### config.mk
export PLATFORM = sky130hd
export DESIGN_NAME = periodic_job_scheduler_top
export DESIGN_NICKNAME = d
export VERILOG_FILES = /design/src/hw/rtl/pjs_pkg.sv /design/src/hw/rtl/pjs_ctrl.sv /design/src/hw/rtl/pjs_datapath.sv /design/src/hw/rtl/periodic_job_scheduler_top.sv
export VERILOG_INCLUDE_DIRS = /design/src /design/src/hw/rtl
export SDC_FILE = /design/constraint.sdc
export NUM_CORES = 2
export LEC_CHECK = 0
export BUFFER_PORTS_ARGS = -buffer_cell sky130_fd_sc_hd__buf_2
export CORE_UTILIZATION = 65
export DETAILED_ROUTE_END_ITERATION = 6
export PLACE_DENSITY = 0.8
export SKIP_LAST_GASP = 1
export SLEW_MARGIN = 20
export SYNTH_ARGS = -nofsm -noshare
export SYNTH_HDL_FRONTEND = slang
export SYNTH_SLANG_ARGS = --single-unit
### constraint.sdc
create_clock -name clk -period 18.3 [get_ports clk]
set_input_delay 1.83 -clock clk [delete_from_list [all_inputs] [get_ports clk]]
set_output_delay 1.83 -clock clk [all_outputs]
set_load 0.05 [all_outputs]
### src/hw/rtl/periodic_job_scheduler_top_defines.svh
// Assertion macros shared by the scheduler RTL.
`ifndef PERIODIC_JOB_SCHEDULER_TOP_DEFINES_SVH
`define PERIODIC_JOB_SCHEDULER_TOP_DEFINES_SVH
`ifndef ASSERT_OFF
`define PJS_ASSERT(label, clk, rst_n, prop) \
    label: assert property (@(posedge clk) disable iff (!rst_n) prop) \
        else $error("assertion failed");
`define PJS_ASSERT_NR(label, clk, prop) \
    label: assert property (@(posedge clk) prop) else $error("assertion failed");
`else
`define PJS_ASSERT(label, clk, rst_n, prop)
`define PJS_ASSERT_NR(label, clk, prop)
`endif
`endif

### src/hw/rtl/pjs_pkg.sv
// Package: types, codes and constants of the periodic job scheduler.
`default_nettype none
package pjs_pkg;
    localparam int MaxJobs = 16;
    localparam int IdxW = $clog2(MaxJobs);
    localparam int CntW = $clog2(MaxJobs + 1);
    localparam logic [26:0] DayMs = 27'd86400000;
    localparam logic [7:0] DayWrap = 8'd255;

    localparam logic [1:0] CMD_TICK = 2'd0;
    localparam logic [1:0] CMD_ADD = 2'd1;
    localparam logic [1:0] CMD_REMOVE = 2'd2;
    localparam logic [1:0] CMD_CLEAR = 2'd3;

    localparam logic [2:0] EV_ADD = 3'd0;
    localparam logic [2:0] EV_REMOVE = 3'd1;
    localparam logic [2:0] EV_CLEAR = 3'd2;
    localparam logic [2:0] EV_FIRE = 3'd3;
    localparam logic [2:0] EV_TICK = 3'd4;

    localparam logic [1:0] ST_OK = 2'd0;
    localparam logic [1:0] ST_FULL = 2'd1;
    localparam logic [1:0] ST_NOT_FOUND = 2'd2;
    localparam logic [1:0] ST_ZERO = 2'd3;

    typedef struct packed {
        logic [1:0] cmd;
        logic [9:0] period_ms_part;
        logic [5:0] period_sec_part;
        logic [5:0] period_min_part;
        logic [4:0] period_hour_part;
        logic [7:0] target_id;
    } in_item_t;

    typedef struct packed {
        logic [2:0] event_res;
        logic [7:0] job_id;
        logic [1:0] status;
        logic [4:0] job_count;
        logic [4:0] uptime_hours;
        logic [5:0] uptime_minutes;
        logic [5:0] uptime_seconds;
        logic [7:0] uptime_days;
        logic last;
    } out_item_t;

    // Controller to datapath commands.
    typedef struct packed {
        logic load;        // capture input item
        logic tick_upd;    // advance uptime and timer
        logic clear;       // empty table
        logic walk_start;  // begin fire walk at entry 0
        logic walk_next;   // advance walk index
        logic div_start;   // start modulo of timer by current period
        logic shift_step;  // one shift step of insert/remove
        logic commit_add;  // write new job
        logic commit_rm;   // drop count after removal
        logic conv_start;  // start uptime conversion
        logic emit;        // load output register
        logic [2:0] ev;
        logic [1:0] st;
        logic use_id;
        logic is_last;
    } pjs_cmd_t;

    // Datapath to controller status.
    typedef struct packed {
        logic period_ok;   // period of the captured item is settled
        logic period_zero;
        logic full;
        logic empty;
        logic walk_more;   // walk index valid and period <= timer
        logic div_done;
        logic divides;
        logic shift_more;
        logic found;
        logic conv_done;
        logic out_busy;
    } pjs_stat_t;
endpackage
`default_nettype wire

### src/hw/rtl/pjs_ctrl.sv
// Controller state machine of the periodic job scheduler.
`default_nettype none
`include "periodic_job_scheduler_top_defines.svh"
module pjs_ctrl (
    input  wire logic clk,
    input  wire logic rst_n,
    input  wire logic in_valid,
    output logic in_ready,
    input  wire logic [1:0] in_cmd,
    input  wire pjs_pkg::pjs_stat_t stat,
    output pjs_pkg::pjs_cmd_t cmd
);
    typedef enum logic [10:0] {
        S_IDLE  = 11'b00000000001,
        S_DEC   = 11'b00000000010,
        S_WALK  = 11'b00000000100,
        S_DIV   = 11'b00000001000,
        S_SHIFT = 11'b00000010000,
        S_CONV  = 11'b00000100000,
        S_EMIT  = 11'b00001000000,
        S_TICK  = 11'b00010000000,
        S_ADD   = 11'b00100000000,
        S_RM    = 11'b01000000000,
        S_CLR   = 11'b10000000000
    } state_t;

    state_t state_reg, state_next;
    logic [1:0] op_reg, op_next;
    // pending result after conversion
    logic [2:0] ev_reg, ev_next;
    logic [1:0] st_reg, st_next;
    logic use_id_reg, use_id_next, last_reg, last_next;
    logic fire_reg, fire_next;

    always_ff @(posedge clk or negedge rst_n)
    begin
        if (!rst_n)
        begin
            state_reg <= S_IDLE;
            op_reg <= pjs_pkg::CMD_TICK;
            ev_reg <= pjs_pkg::EV_TICK;
            st_reg <= pjs_pkg::ST_OK;
            use_id_reg <= 1'b0;
            last_reg <= 1'b0;
            fire_reg <= 1'b0;
        end
        else
        begin
            state_reg <= state_next;
            op_reg <= op_next;
            ev_reg <= ev_next;
            st_reg <= st_next;
            use_id_reg <= use_id_next;
            last_reg <= last_next;
            fire_reg <= fire_next;
        end
    end

    assign in_ready = (state_reg == S_IDLE);

    always_comb
    begin
        state_next = state_reg;
        op_next = op_reg;
        ev_next = ev_reg;
        st_next = st_reg;
        use_id_next = use_id_reg;
        last_next = last_reg;
        fire_next = fire_reg;
        cmd = '0;
        cmd.ev = ev_reg;
        cmd.st = st_reg;
        cmd.use_id = use_id_reg;
        cmd.is_last = last_reg;
        unique case (state_reg)
            S_IDLE:
            begin
                if (in_valid)
                begin
                    cmd.load = 1'b1;
                    op_next = in_cmd;
                    state_next = S_DEC;
                end
            end
            S_DEC:
            begin
                unique case (op_reg)
                    pjs_pkg::CMD_TICK:
                    begin
                        cmd.tick_upd = 1'b1;
                        state_next = S_TICK;
                    end
                    pjs_pkg::CMD_ADD:
                    begin
                        ev_next = pjs_pkg::EV_ADD;
                        last_next = 1'b1;
                        fire_next = 1'b0;
                        // hold until the period sum has settled
                        if (!stat.period_ok)
                            state_next = S_DEC;
                        else if (stat.period_zero)
                        begin
                            st_next = pjs_pkg::ST_ZERO;
                            use_id_next = 1'b0;
                            cmd.conv_start = 1'b1;
                            state_next = S_CONV;
                        end
                        else if (stat.full)
                        begin
                            st_next = pjs_pkg::ST_FULL;
                            use_id_next = 1'b0;
                            cmd.conv_start = 1'b1;
                            state_next = S_CONV;
                        end
                        else
                        begin
                            st_next = pjs_pkg::ST_OK;
                            use_id_next = 1'b1;
                            state_next = S_ADD;
                        end
                    end
                    pjs_pkg::CMD_REMOVE:
                    begin
                        ev_next = pjs_pkg::EV_REMOVE;
                        last_next = 1'b1;
                        use_id_next = 1'b0;
                        fire_next = 1'b0;
                        state_next = S_RM;
                    end
                    pjs_pkg::CMD_CLEAR:
                    begin
                        cmd.clear = 1'b1;
                        ev_next = pjs_pkg::EV_CLEAR;
                        st_next = pjs_pkg::ST_OK;
                        last_next = 1'b1;
                        use_id_next = 1'b0;
                        fire_next = 1'b0;
                        state_next = S_CLR;
                    end
                    default: state_next = S_IDLE;
                endcase
            end
            S_CLR:
            begin
                cmd.conv_start = 1'b1;
                state_next = S_CONV;
            end
            S_TICK:
            begin
                cmd.walk_start = 1'b1;
                state_next = S_WALK;
            end
            S_WALK:
            begin
                if (stat.walk_more)
                begin
                    cmd.div_start = 1'b1;
                    state_next = S_DIV;
                end
                else
                begin
                    ev_next = pjs_pkg::EV_TICK;
                    st_next = pjs_pkg::ST_OK;
                    use_id_next = 1'b0;
                    last_next = 1'b1;
                    fire_next = 1'b0;
                    cmd.conv_start = 1'b1;
                    state_next = S_CONV;
                end
            end
            S_DIV:
            begin
                if (stat.div_done)
                begin
                    if (stat.divides)
                    begin
                        ev_next = pjs_pkg::EV_FIRE;
                        st_next = pjs_pkg::ST_OK;
                        use_id_next = 1'b1;
                        last_next = 1'b0;
                        fire_next = 1'b1;
                        cmd.conv_start = 1'b1;
                        state_next = S_CONV;
                    end
                    else
                    begin
                        cmd.walk_next = 1'b1;
                        state_next = S_WALK;
                    end
                end
            end
            S_ADD:
            begin
                if (stat.shift_more)
                    cmd.shift_step = 1'b1;
                else
                begin
                    cmd.commit_add = 1'b1;
                    cmd.conv_start = 1'b1;
                    state_next = S_CONV;
                end
            end
            S_RM:
            begin
                if (!stat.found)
                begin
                    st_next = pjs_pkg::ST_NOT_FOUND;
                    cmd.conv_start = 1'b1;
                    state_next = S_CONV;
                end
                else if (stat.shift_more)
                    cmd.shift_step = 1'b1;
                else
                begin
                    st_next = pjs_pkg::ST_OK;
                    cmd.commit_rm = 1'b1;
                    cmd.conv_start = 1'b1;
                    state_next = S_CONV;
                end
            end
            S_CONV:
            begin
                if (stat.conv_done && !stat.out_busy)
                begin
                    cmd.emit = 1'b1;
                    state_next = S_EMIT;
                end
            end
            S_EMIT:
            begin
                if (fire_reg)
                begin
                    fire_next = 1'b0;
                    cmd.walk_next = 1'b1;
                    state_next = S_WALK;
                end
                else
                    state_next = S_IDLE;
            end
            default: state_next = S_IDLE;
        endcase
    end

    `PJS_ASSERT(a_ready_idle, clk, rst_n, in_ready |-> (state_reg == S_IDLE))
    `PJS_ASSERT(a_load_dec, clk, rst_n, cmd.load |=> (state_reg == S_DEC))
    `PJS_ASSERT(a_emit_conv, clk, rst_n, cmd.emit |-> (state_reg == S_CONV))
endmodule
`default_nettype wire

### src/hw/rtl/pjs_datapath.sv
// Datapath: job table, timers, serial modulo, uptime conversion, output register.
`default_nettype none
`include "periodic_job_scheduler_top_defines.svh"
module pjs_datapath (
    input  wire logic clk,
    input  wire logic rst_n,
    input  wire pjs_pkg::in_item_t in_item,
    input  wire pjs_pkg::pjs_cmd_t cmd,
    output pjs_pkg::pjs_stat_t stat,
    output logic out_valid,
    input  wire logic out_ready,
    output pjs_pkg::out_item_t out_item
);
    localparam int IW = pjs_pkg::IdxW;
    localparam int CW = pjs_pkg::CntW;

    logic [26:0] per_reg [pjs_pkg::MaxJobs];
    logic [7:0] id_reg [pjs_pkg::MaxJobs];
    logic [CW-1:0] held_reg, held_next;
    logic [7:0] next_id_reg;
    logic [31:0] timer_reg;
    logic [26:0] up_reg;
    logic [7:0] day_reg;
    pjs_pkg::in_item_t item_reg;

    // period of the captured item, built in two registered steps
    logic [26:0] pa_reg, pb_reg, period_reg;
    logic [1:0] pstep_reg;

    // walk / shift index; holds a count so it may equal MaxJobs
    logic [CW-1:0] idx_reg;
    logic [IW-1:0] idx_lo;
    logic [IW-1:0] held_m1;
    logic found_reg;

    // serial modulo: remainder over 32 quotient bits
    logic [27:0] rem_reg;
    logic [31:0] dividend_reg;
    logic [5:0] dcnt_reg;
    logic div_busy_reg;
    logic [27:0] rem_sh;

    // uptime conversion by repeated subtraction of hour/min/sec units
    logic [26:0] crem_reg;
    logic [4:0] ch_reg;
    logic [5:0] cm_reg, cs_reg;
    logic [1:0] cph_reg;
    logic conv_busy_reg;

    logic [26:0] up_inc;
    logic [7:0] day_inc;

    assign idx_lo = idx_reg[IW-1:0];
    assign held_m1 = IW'(held_reg - CW'(1));

    always_ff @(posedge clk)
    begin
        if (cmd.load)
            item_reg <= in_item;
    end

    // period = ms + 1000 s + 60000 m + 3600000 h
    always_ff @(posedge clk or negedge rst_n)
    begin
        if (!rst_n)
            pstep_reg <= 2'd0;
        else if (cmd.load)
            pstep_reg <= 2'd0;
        else if (pstep_reg != 2'd2)
            pstep_reg <= pstep_reg + 2'd1;
    end

    always_ff @(posedge clk)
    begin
        pa_reg <= 27'(item_reg.period_ms_part) + 27'(item_reg.period_sec_part) * 27'd1000;
        pb_reg <= 27'(item_reg.period_min_part) * 27'd60000
            + 27'(item_reg.period_hour_part) * 27'd3600000;
        period_reg <= pa_reg + pb_reg;
    end

    assign up_inc = (up_reg + 27'd1 >= pjs_pkg::DayMs) ? 27'd0 : up_reg + 27'd1;
    assign day_inc = (day_reg + 8'd1 == pjs_pkg::DayWrap) ? 8'd0 : day_reg + 8'd1;

    assign held_next = cmd.clear ? '0
        : cmd.commit_add ? held_reg + CW'(1)
        : cmd.commit_rm ? held_reg - CW'(1) : held_reg;

    always_ff @(posedge clk or negedge rst_n)
    begin
        if (!rst_n)
        begin
            held_reg <= '0;
            next_id_reg <= 8'd1;
            timer_reg <= '0;
            up_reg <= '0;
            day_reg <= '0;
        end
        else
        begin
            held_reg <= held_next;
            if (cmd.commit_add)
                next_id_reg <= next_id_reg + 8'd1;
            if (cmd.tick_upd)
            begin
                timer_reg <= timer_reg + 32'd1;
                up_reg <= up_inc;
                if (up_reg + 27'd1 >= pjs_pkg::DayMs)
                    day_reg <= day_inc;
            end
            else if (cmd.walk_start && held_reg != '0
                     && timer_reg >= 32'(per_reg[0])
                     && timer_reg > 32'(per_reg[held_m1]))
                timer_reg <= 32'd1;
        end
    end

    // Walk index. For add it starts at the top and moves down while the
    // entry below has a period not below the new one. For remove it
    // first scans up for the id, then shifts down.
    logic ins_more;
    logic rm_scan;
    assign ins_more = (idx_reg != '0)
        && (per_reg[IW'(idx_reg - CW'(1))] >= period_reg);
    assign rm_scan = !found_reg;

    always_ff @(posedge clk or negedge rst_n)
    begin
        if (!rst_n)
        begin
            idx_reg <= '0;
            found_reg <= 1'b0;
        end
        else if (cmd.load)
        begin
            idx_reg <= (in_item.cmd == pjs_pkg::CMD_ADD) ? held_reg : '0;
            found_reg <= 1'b0;
        end
        else if (cmd.walk_start)
            idx_reg <= '0;
        else if (cmd.walk_next)
            idx_reg <= idx_reg + CW'(1);
        else if (cmd.shift_step)
        begin
            if (item_reg.cmd == pjs_pkg::CMD_ADD)
                idx_reg <= idx_reg - CW'(1);
            else if (rm_scan)
            begin
                if (idx_reg < held_reg && id_reg[idx_lo] == item_reg.target_id)
                    found_reg <= 1'b1;
                else
                    idx_reg <= idx_reg + CW'(1);
            end
            else
                idx_reg <= idx_reg + CW'(1);
        end
    end

    // Table moves: one entry per step.
    always_ff @(posedge clk)
    begin
        if (cmd.shift_step && item_reg.cmd == pjs_pkg::CMD_ADD)
        begin
            per_reg[idx_lo] <= per_reg[IW'(idx_reg - CW'(1))];
            id_reg[idx_lo] <= id_reg[IW'(idx_reg - CW'(1))];
        end
        else if (cmd.shift_step && !rm_scan && idx_reg + CW'(1) < held_reg)
        begin
            per_reg[idx_lo] <= per_reg[IW'(idx_reg + CW'(1))];
            id_reg[idx_lo] <= id_reg[IW'(idx_reg + CW'(1))];
        end
        else if (cmd.commit_add)
        begin
            per_reg[idx_lo] <= period_reg;
            id_reg[idx_lo] <= next_id_reg;
        end
    end

    // Serial restoring modulo, one quotient bit per cycle.
    assign rem_sh = {rem_reg[26:0], dividend_reg[31]};
    always_ff @(posedge clk or negedge rst_n)
    begin
        if (!rst_n)
        begin
            div_busy_reg <= 1'b0;
            dcnt_reg <= '0;
        end
        else if (cmd.div_start)
        begin
            div_busy_reg <= 1'b1;
            dcnt_reg <= 6'd32;
        end
        else if (div_busy_reg)
        begin
            dcnt_reg <= dcnt_reg - 6'd1;
            if (dcnt_reg == 6'd1)
                div_busy_reg <= 1'b0;
        end
    end

    always_ff @(posedge clk)
    begin
        if (cmd.div_start)
        begin
            rem_reg <= '0;
            dividend_reg <= timer_reg;
        end
        else if (div_busy_reg)
        begin
            dividend_reg <= {dividend_reg[30:0], 1'b0};
            if (rem_sh >= {1'b0, per_reg[idx_lo]})
                rem_reg <= rem_sh - {1'b0, per_reg[idx_lo]};
            else
                rem_reg <= rem_sh;
        end
    end

    // Uptime to h/m/s by subtracting units, one per cycle.
    always_ff @(posedge clk or negedge rst_n)
    begin
        if (!rst_n)
        begin
            conv_busy_reg <= 1'b0;
            cph_reg <= 2'd0;
        end
        else if (cmd.conv_start)
        begin
            conv_busy_reg <= 1'b1;
            cph_reg <= 2'd0;
        end
        else if (conv_busy_reg)
        begin
            unique case (cph_reg)
                2'd0: if (crem_reg < 27'd3600000) cph_reg <= 2'd1;
                2'd1: if (crem_reg < 27'd60000) cph_reg <= 2'd2;
                2'd2: if (crem_reg < 27'd1000) conv_busy_reg <= 1'b0;
                default: conv_busy_reg <= 1'b0;
            endcase
        end
    end

    always_ff @(posedge clk)
    begin
        if (cmd.conv_start)
        begin
            crem_reg <= up_reg;
            ch_reg <= '0;
            cm_reg <= '0;
            cs_reg <= '0;
        end
        else if (conv_busy_reg)
        begin
            unique case (cph_reg)
                2'd0:
                    if (crem_reg >= 27'd3600000)
                    begin
                        crem_reg <= crem_reg - 27'd3600000;
                        ch_reg <= ch_reg + 5'd1;
                    end
                2'd1:
                    if (crem_reg >= 27'd60000)
                    begin
                        crem_reg <= crem_reg - 27'd60000;
                        cm_reg <= cm_reg + 6'd1;
                    end
                2'd2:
                    if (crem_reg >= 27'd1000)
                    begin
                        crem_reg <= crem_reg - 27'd1000;
                        cs_reg <= cs_reg + 6'd1;
                    end
                default: crem_reg <= crem_reg;
            endcase
        end
    end

    // Output register.
    always_ff @(posedge clk or negedge rst_n)
    begin
        if (!rst_n)
            out_valid <= 1'b0;
        else if (cmd.emit)
            out_valid <= 1'b1;
        else if (out_ready)
            out_valid <= 1'b0;
    end

    always_ff @(posedge clk)
    begin
        if (cmd.emit)
        begin
            out_item.event_res <= cmd.ev;
            out_item.job_id <= cmd.use_id
                ? ((cmd.ev == pjs_pkg::EV_ADD) ? next_id_reg - 8'd1 : id_reg[idx_lo])
                : 8'd0;
            out_item.status <= cmd.st;
            out_item.job_count <= 5'(held_reg);
            out_item.uptime_hours <= ch_reg;
            out_item.uptime_minutes <= cm_reg;
            out_item.uptime_seconds <= cs_reg;
            out_item.uptime_days <= day_reg;
            out_item.last <= cmd.is_last;
        end
    end

    always_comb
    begin
        stat = '0;
        stat.period_ok = (pstep_reg == 2'd2);
        stat.period_zero = (period_reg == '0);
        stat.full = (held_reg >= CW'(pjs_pkg::MaxJobs));
        stat.empty = (held_reg == '0);
        stat.walk_more = (idx_reg < held_reg) && (32'(per_reg[idx_lo]) <= timer_reg);
        stat.div_done = !div_busy_reg && !cmd.div_start;
        stat.divides = (rem_reg == '0);
        stat.shift_more = (item_reg.cmd == pjs_pkg::CMD_ADD) ? ins_more
            : (rm_scan ? 1'b1 : (idx_reg + CW'(1) < held_reg));
        stat.found = found_reg || (idx_reg < held_reg);
        stat.conv_done = !conv_busy_reg && !cmd.conv_start;
        stat.out_busy = out_valid && !out_ready;
    end

    `PJS_ASSERT(a_held_max, clk, rst_n, held_reg <= CW'(pjs_pkg::MaxJobs))
    `PJS_ASSERT(a_emit_free, clk, rst_n, cmd.emit |-> !(out_valid && !out_ready))
    `PJS_ASSERT(a_add_room, clk, rst_n, cmd.commit_add |-> held_reg < CW'(pjs_pkg::MaxJobs))
endmodule
`default_nettype wire

### src/hw/rtl/periodic_job_scheduler_top.sv
// Top level of the periodic job scheduler.
// Usage:
//   Input channel in_valid/in_ready carries one command item (tick, add,
//   remove, clear). in_ready is high only while the block is idle: one
//   item is processed at a time.
//   Output channel out_valid/out_ready carries result items; the final
//   result of an item has last set. A tick gives one fire result per job
//   whose period divides the execution timer, then a tick-done result.
//   Processing: add and remove move table entries one per step, and every
//   result waits for the uptime conversion (repeated unit subtraction). A
//   tick also runs the serial modulo once per visited job; the serial
//   modulo and the conversion unit dominate the processing time.
//   Reset empties the table, sets the next id to 1 and clears the timers.
//   A stalled receiver holds the output register; the controller waits
//   before loading the next result, so nothing is lost.
`default_nettype none
module periodic_job_scheduler_top (
    input  wire logic clk,
    input  wire logic rst_n,
    input  wire logic in_valid,
    output logic in_ready,
    input  wire pjs_pkg::in_item_t in_data,
    output logic out_valid,
    input  wire logic out_ready,
    output pjs_pkg::out_item_t out_data
);
    pjs_pkg::pjs_cmd_t cmd;
    pjs_pkg::pjs_stat_t stat;

    pjs_ctrl u_ctrl (
        .clk(clk), .rst_n(rst_n), .in_valid(in_valid), .in_ready(in_ready),
        .in_cmd(in_data.cmd), .stat(stat), .cmd(cmd)
    );

    pjs_datapath u_dp (
        .clk(clk), .rst_n(rst_n), .in_item(in_data), .cmd(cmd), .stat(stat),
        .out_valid(out_valid), .out_ready(out_ready), .out_item(out_data)
    );
endmodule
`default_nettype wire

## After elaboration in Yosys (flattened, before gate mapping)

Memories as Yosys holds them, arrays and structs flattened.
Cells that the tools add are included.

| operators by class | value |
|---|---|
| add/sub/neg operators | 21 |
| $mul | 3 |
| $lt $le $gt $ge | 15 |
| eq/ne operators | 42 |
| multiplexer cells | 139 |
| bitwise logic cells | 4 |
| reductions and logical operators | 58 |

Operator list:

| operator | count |
|---|---|
| 27-bit two-way mux | 8 |
| 32-bit two-way mux | 4 |
| 11-bit case mux with 10 select lines | 1 |
| 27-bit case mux with 3 select lines | 1 |
| 11-bit two-way mux | 7 |
| 1-bit two-way mux | 64 |
| 5-bit two-way mux | 11 |
| 11-bit case mux with 4 select lines | 1 |
| 32-bit by 1-bit adder with 32-bit output (second input constant) | 1 |
| 32-bit by 27-bit greater-or-equal comparator with 1-bit output | 1 |
| 32-bit by 27-bit greater-than comparator with 1-bit output | 1 |
| 27-bit by 32-bit <= comparator with 1-bit output | 1 |
| 8-bit two-way mux | 4 |
| 2-bit two-way mux | 15 |
| 28-bit by 27-bit greater-or-equal comparator with 1-bit output | 1 |
| 28-bit zero test | 1 |
| 28-bit two-way mux | 1 |
| 28-bit by 27-bit subtractor with 28-bit output | 1 |
| 22-bit by 27-bit adder with 27-bit output | 1 |
| 27-bit by 1-bit adder with 27-bit output (second input constant) | 1 |
| 27-bit adder | 1 |
| 27-bit by 10-bit greater-or-equal comparator with 1-bit output (second input constant) | 1 |
| 27-bit by 16-bit greater-or-equal comparator with 1-bit output (second input constant) | 1 |
| 27-bit by 22-bit greater-or-equal comparator with 1-bit output (second input constant) | 1 |
| 72 further kinds | 152 |

| word-level totals | value |
|---|---|
| register bits | 386 |
| RAM bits | 560 |
| input port bits | 41 |
| output and inout bits | 46 |
| word-level logic and storage cells | 328 |
| memories | 2 |

Memories:

| memory | words | bits a word | rd ports | clocked after Yosys merged registers in | write ports | RTL line | RTL |
|---|---|---|---|---|---|---|---|
| u_dp.per_reg | 16 | 27 | 5 | 0 | 1 | pjs_datapath.sv:17 | `logic [26:0] per_reg [pjs_pkg::MaxJobs];` |
| u_dp.id_reg | 16 | 8 | 3 | 0 | 1 | pjs_datapath.sv:18 | `logic [7:0] id_reg [pjs_pkg::MaxJobs];` |

## Depth between registers and ports, before layout

An unclocked memory read counts as a cell.

| depth | value |
|---|---|
| depth after elaboration | 15 |
| mapped depth | 25 |
| gate-level depth less buffers | 22 |

## Modules after synthesis

From an unflattened synthesis, not the netlist that was laid out.

| unflattened totals | value |
|---|---|
| cell total of the unflattened synthesis | 4,589 |
| area, all modules | 59,813.6 um2 |

Modules (own cells, without submodules):

| module | instances | cells each | area an instance (um2) | seq. area each (um2) |
|---|---|---|---|---|
| pjs_datapath | 1 | 4,419 | 58,403.5 | 25,720.9 |
| pjs_ctrl | 1 | 170 | 1,410.1 | 528.0 |

## Worst setup path before layout

No wires, ideal clock.

| timing path | value |
|---|---|
| kind | flip-flop to flip-flop |
| start point | register u_dp.idx_reg[1] |
| end point | memory u_dp.id_reg[4][0] (enable) |
| data arrival time | 7.718 ns |
| setup slack | 10.155 ns |
| cell stages (with the launch flop) | 23 |
| period minus slack after synthesis | 8.145 ns |
| path through | dfrtp_1 -> buf_2 -> buf_1 -> clkbuf_1 -> clkbuf_1 -> clkbuf_1 -> inv_1 -> ha_1 -> clkbuf_1 -> clkbuf_1 -> clkbuf_1 -> mux4_2 -> mux4_2 -> ha_1 -> a21o_1 -> a21o_1 -> a211o_1 -> and4b_1 -> o211ai_1 -> a31oi_2 -> a21oi_1 -> or3b_2 -> nor2_1 |

| between the ends | value |
|---|---|
| word-level cells in the longest chain between the ends | 15 |
| elaborated cells on any way between the ends | 30 |

RTL lines:

| what | RTL line | RTL |
|---|---|---|
| from (decl) | pjs_datapath.sv:31 | `logic [CW-1:0] idx_reg;` |
| from (signal assigned) | pjs_datapath.sv:135 | `idx_reg <= (in_item.cmd == pjs_pkg::CMD_ADD) ? held_reg : '0;` |
| from (signal assigned) | pjs_datapath.sv:141 | `idx_reg <= idx_reg + CW'(1);` |
| from (signal assigned) | pjs_datapath.sv:145 | `idx_reg <= idx_reg - CW'(1);` |
| 5-bit by 1-bit subtractor with 5-bit output | pjs_datapath.sv:123 | `&& (per_reg[IW'(idx_reg - CW'(1))] >= period_reg);` |
| memory read 16 x 27 bit | - |  |
| 27-bit greater-or-equal comparator | pjs_datapath.sv:123 |  |
| 1-bit logical AND | pjs_datapath.sv:123 |  |
| 1-bit two-way mux | pjs_datapath.sv:315 | `stat.shift_more = (item_reg.cmd == pjs_pkg::CMD_ADD) ? ins_more` |
| 1-bit two-way mux | pjs_ctrl.sv:194, pjs_ctrl.sv:211 |  |
| 1-bit two-way mux | pjs_ctrl.sv:205 | `if (!stat.found)` |
| 1-bit case mux with 2 select lines | pjs_ctrl.sv:75 | `unique case (state_reg)` |
| 1-bit logical AND (2 in series) | pjs_datapath.sv:166 | `else if (cmd.shift_step && !rm_scan && idx_reg + CW'(1) < held_reg)` |
| 1-bit two-way mux | pjs_datapath.sv:166 |  |
| 1-bit two-way mux | pjs_datapath.sv:161 | `if (cmd.shift_step && item_reg.cmd == pjs_pkg::CMD_ADD)` |
| 1-bit two-way mux (implied by the code) | pjs_datapath.sv:169 | `id_reg[idx_lo] <= id_reg[IW'(idx_reg + CW'(1))];` |
| 1-bit OR (no source line) (2 in series) | - |  |
| to (decl) | pjs_datapath.sv:18 |  |

Several ways; a longest one is shown, not always the timed one.

## Final worst setup path

| timing path | value |
|---|---|
| start point | register u_dp.idx_reg[0] |
| end point | memory u_dp.id_reg[7][0] (enable) |

The elaborated chain is that of the path after synthesis.

==> summary.txt <==
GRT
  • Vias in the first global route: roughly 43,000
  • Tot GR Track Use: 0.376
  • Largest net degree at the start of global routing: between 100 and 150
  • Grt total ovfl: 0
  • Initial antenna violation count: 6
  • First-pass GRT wire length: approximately 260,000 um

Routing
  • Drt drc: 0
  • DR iter-0 viols: between 6,000 and 7,000
  • ANT nets after route: 0
  • Vias per cell: ~7.5
  • Final WL: about 170,000 um
  • Via count: around 43,000
  • Drt first pass iters: 7
  • Wire length per cell: slightly above 30 um

Floorplanning
  • Die X-Extent: between 300 and 400 um
  • Die area: slightly above 90,000 um^2
  • Die height: 306 um
  • Starting density of the core: 0.655
  • I/O pin cnt: between 80 and 90
  • Core Region: 91,500 um^2
  • Row Count: 111

Clock tree
  • Clock transition at path regs: 60 ps
  • TritonCTS clock tree: yes
  • CTS root buffer: clkbuf_16
  • CTS Buf Count: 98
  • Hold Buf Count CTS: 0
  • Clock sinks: 931
  • Worst-skew pair later-pin latency: a little over 700 ps
  • Htree depth: 3
  • Setup Fix Bufs, Post-CTS: 0
  • CTS resizes: 0
  • Worst-case clock buffer depth: 3

Layout
  • Layout Nets: 4,826
  • Area Overhead vs Synth: 8.61%
  • Fraction of layout cells with a size suffix above 1: 0.239
  • Most frequent cells in the layout: edfxtp_1, mux4_2, inv_1, ha_1, nand2_1
  • Final non-filler cell total: around 5,700
  • Max FFs per register: 432
  • Post-route cell area: about 65,000 um^2
  • Leading cell type in the layout, fill and taps excluded: edfxtp_1

STA
  • FMAX: roughly 100 MHz
  • Tightest Pin Transition: around 1100 ps
  • Minimum clock period: 9970 ps
  • Final Hold Vio Count: 0
  • Final setup violation count: 0
  • Slew HR: 0.258
  • RSZ-0062 raised after global routing: no
  • Worst Clk Skew: approximately 41 ps
  • Slew Viols, Final: 0
  • Worst setup margin: roughly 8300 ps
  • Setup TNS: 0 ps
  • Final period utilization: 0.545

Worst setup path
  • Critical Path End Type: flop
  • Startpoint Class: flop
  • Worst r2r dst: u_dp.id_reg[7][0]
  • Critical path type: flop to flop
  • Worst reg-to-reg path cell count: 17
  • Crit-path max FO: 78
  • CP arrival: between 10,000 and 15,000 ps
  • WP data required: between 15,000 and 20,000 ps
  • R2R setup slack: between 8000 and 9000 ps
  • Worst R2R Start: u_dp.idx_reg[0]

Power and ir drop
  • Switching share of power: 0.389
  • Reg power frac: 0.296
  • Leakage: ~0.023 uW
  • VDD IR-drop max: approximately 0.22 mV
  • Pint: just under 7000 uW
  • Clock share of power: 0.188
  • Pwr Density: 171 nW/um^2
  • Combinational fraction of design power: 0.516
  • P_sw: between 4000 and 5000 uW

Placement
  • Placed Cells: roughly 5,500
  • GP Congestion: around 0.95
  • DP Area: just over 60,000 um^2
  • HPWL after DPL: 112,000 um
  • Dpl ws: ~8500 ps
  • IO Port Bufs: 86

Synth
  • Synth async-reset ratio: 0.129
  • YS warnings: 0
  • Post-synthesis cell count: about 4,400
  • Syn_nets: ~4,800
  • Netlist Area Pre-Place: 59,900 um^2
  • Syn avg cell area: 13.5 um^2
  • Synth unique cells: between 100 and 150
  • Register area share after synthesis: 0.438
  • Primary FF master, synth: edfxtp_1
  • EDFF count, synth: 700
  • Number of synthesized register bits: 931

Hold path
  • Hold path start: u_dp.pa_reg[1]
  • Worst hold path class: flop to flop
  • WHS Path Cells: 0
  • Hold Path End: u_dp.period_reg[1]

Job
  • Max Cap Viol: 0

Outcome
  • Outcome: complete, no violations
## how the worst max path moves through the flow
stage / startpoint / to / slack (ps)
after CTS: u_dp.idx_reg[0] / u_dp.id_reg[7][0] / 8390
after detailed placement: u_dp.idx_reg[0] / u_dp.id_reg[7][1] / 8510
after global placement: u_dp.idx_reg[0] / u_dp.id_reg[7][1] / 8820
after floorplan: u_dp.idx_reg[1] / u_dp.id_reg[4][0] / 10150
after global routing: u_dp.idx_reg[0] / u_dp.id_reg[7][0] / 8260
final: u_dp.idx_reg[0] / u_dp.id_reg[7][0] / 8330
## worst max-delay path, cell delays in order (launching register included)
cell and delay [ps]:
dfrtp_4 1040, inv_8 370, ha_4 720, buf_4 680, buf_6 690, mux4_2 440
mux4_2 510, ha_1 350, a21o_1 230, a21o_1 190, a21oi_1 180, a2bb2oi_1 170
o211ai_1 470, a31oi_4 960, a21oi_1 360, or3b_2 680, nor2_4 750, buf_4 540
## Yosys cell counts, types with 30 or more instances
cell / number / share of area
edfxtp_1: 700 / 0.35
mux4_2: 656 / 0.25
ha_1: 300 / 0.063
inv_1: 300 / 0.019
nand2_1: 251 / 0.016
nor2_1: 219 / 0.014
o21ai_0: 195 / 0.016
a21oi_1: 151 / 0.013
clkbuf_1: 149 / 0.0093
xnor2_1: 124 / 0.018
dfrtp_1: 117 / 0.049
dfxtp_1: 111 / 0.037
nand3_1: 87 / 0.0073
a21o_1: 68 / 0.0085
mux2i_1: 68 / 0.011
nor3_1: 58 / 0.0048
xor2_1: 58 / 0.0085
buf_2: 57 / 0.0048
nand4_1: 48 / 0.0050
and3_1: 45 / 0.0047
a211oi_1: 41 / 0.0051
fa_1: 41 / 0.014
nor2b_1: 36 / 0.0038
buf_1: 32 / 0.0020
o31ai_1: 32 / 0.0040
nor4_1: 30 / 0.0031
## layer usage
layer	vias to the layer above	routed length [um]	global-route usage
met5	-	39	0.00517
met4	6	10900	0.193
li1	17600	-	-
met1	21000	57200	0.463
met3	862	24300	0.131
met2	3468	81300	0.590
## layout make-up
type                            instances  area, um^2
Multi-Input combinational cell       2939       31700
Fill cell                            5729       26400
Sequential cell                       931       26300
Clock buffer                          124        2650
Tap cell                             1186        1480
Inverter                              306        1160
Timing Repair Buffer                  168        1080
Clock inverter                         61         688
Antenna cell                            3        7.51
## metrics by stage
stage | util | power [uW] | hold WS (ps)
detailed placement | 0.674 | 8810 | 313
global route | 0.711 | 11500 | 333
finish | 0.711 | 11100 | 326
global placement | 0.674 | 8590 | 311
CTS | 0.711 | 11000 | 328
floorplan | - | 7230 | 310
## power groups by stage
stage | Sequential [uW] | Combinational (uW) | Clock (uW)
floorplan | 3190 | 4040 | 0
detailed placement | 3310 | 5500 | 0
global route | 3290 | 6090 | 2160
finish | 3280 | 5730 | 2090
global placement | 3310 | 5280 | 0
CTS | 3270 | 5620 | 2090
## cells by family (layout without fill, tap and decap cells)
family	count (synthesis)	in the layout	synth area share
buffers and inverters	558	659	0.0372
flip-flops	931	931	0.438
adder cells (fa/ha/maj)	341	341	0.0763
AND/OR/NAND/NOR	939	939	0.0793
other	1	4	0.0000626
multiplexers	755	755	0.264
XOR/XNOR	184	184	0.0271
AO/OA/AOI/OAI	719	719	0.0781
Note: power is estimated with default switching activity, not from simulation.
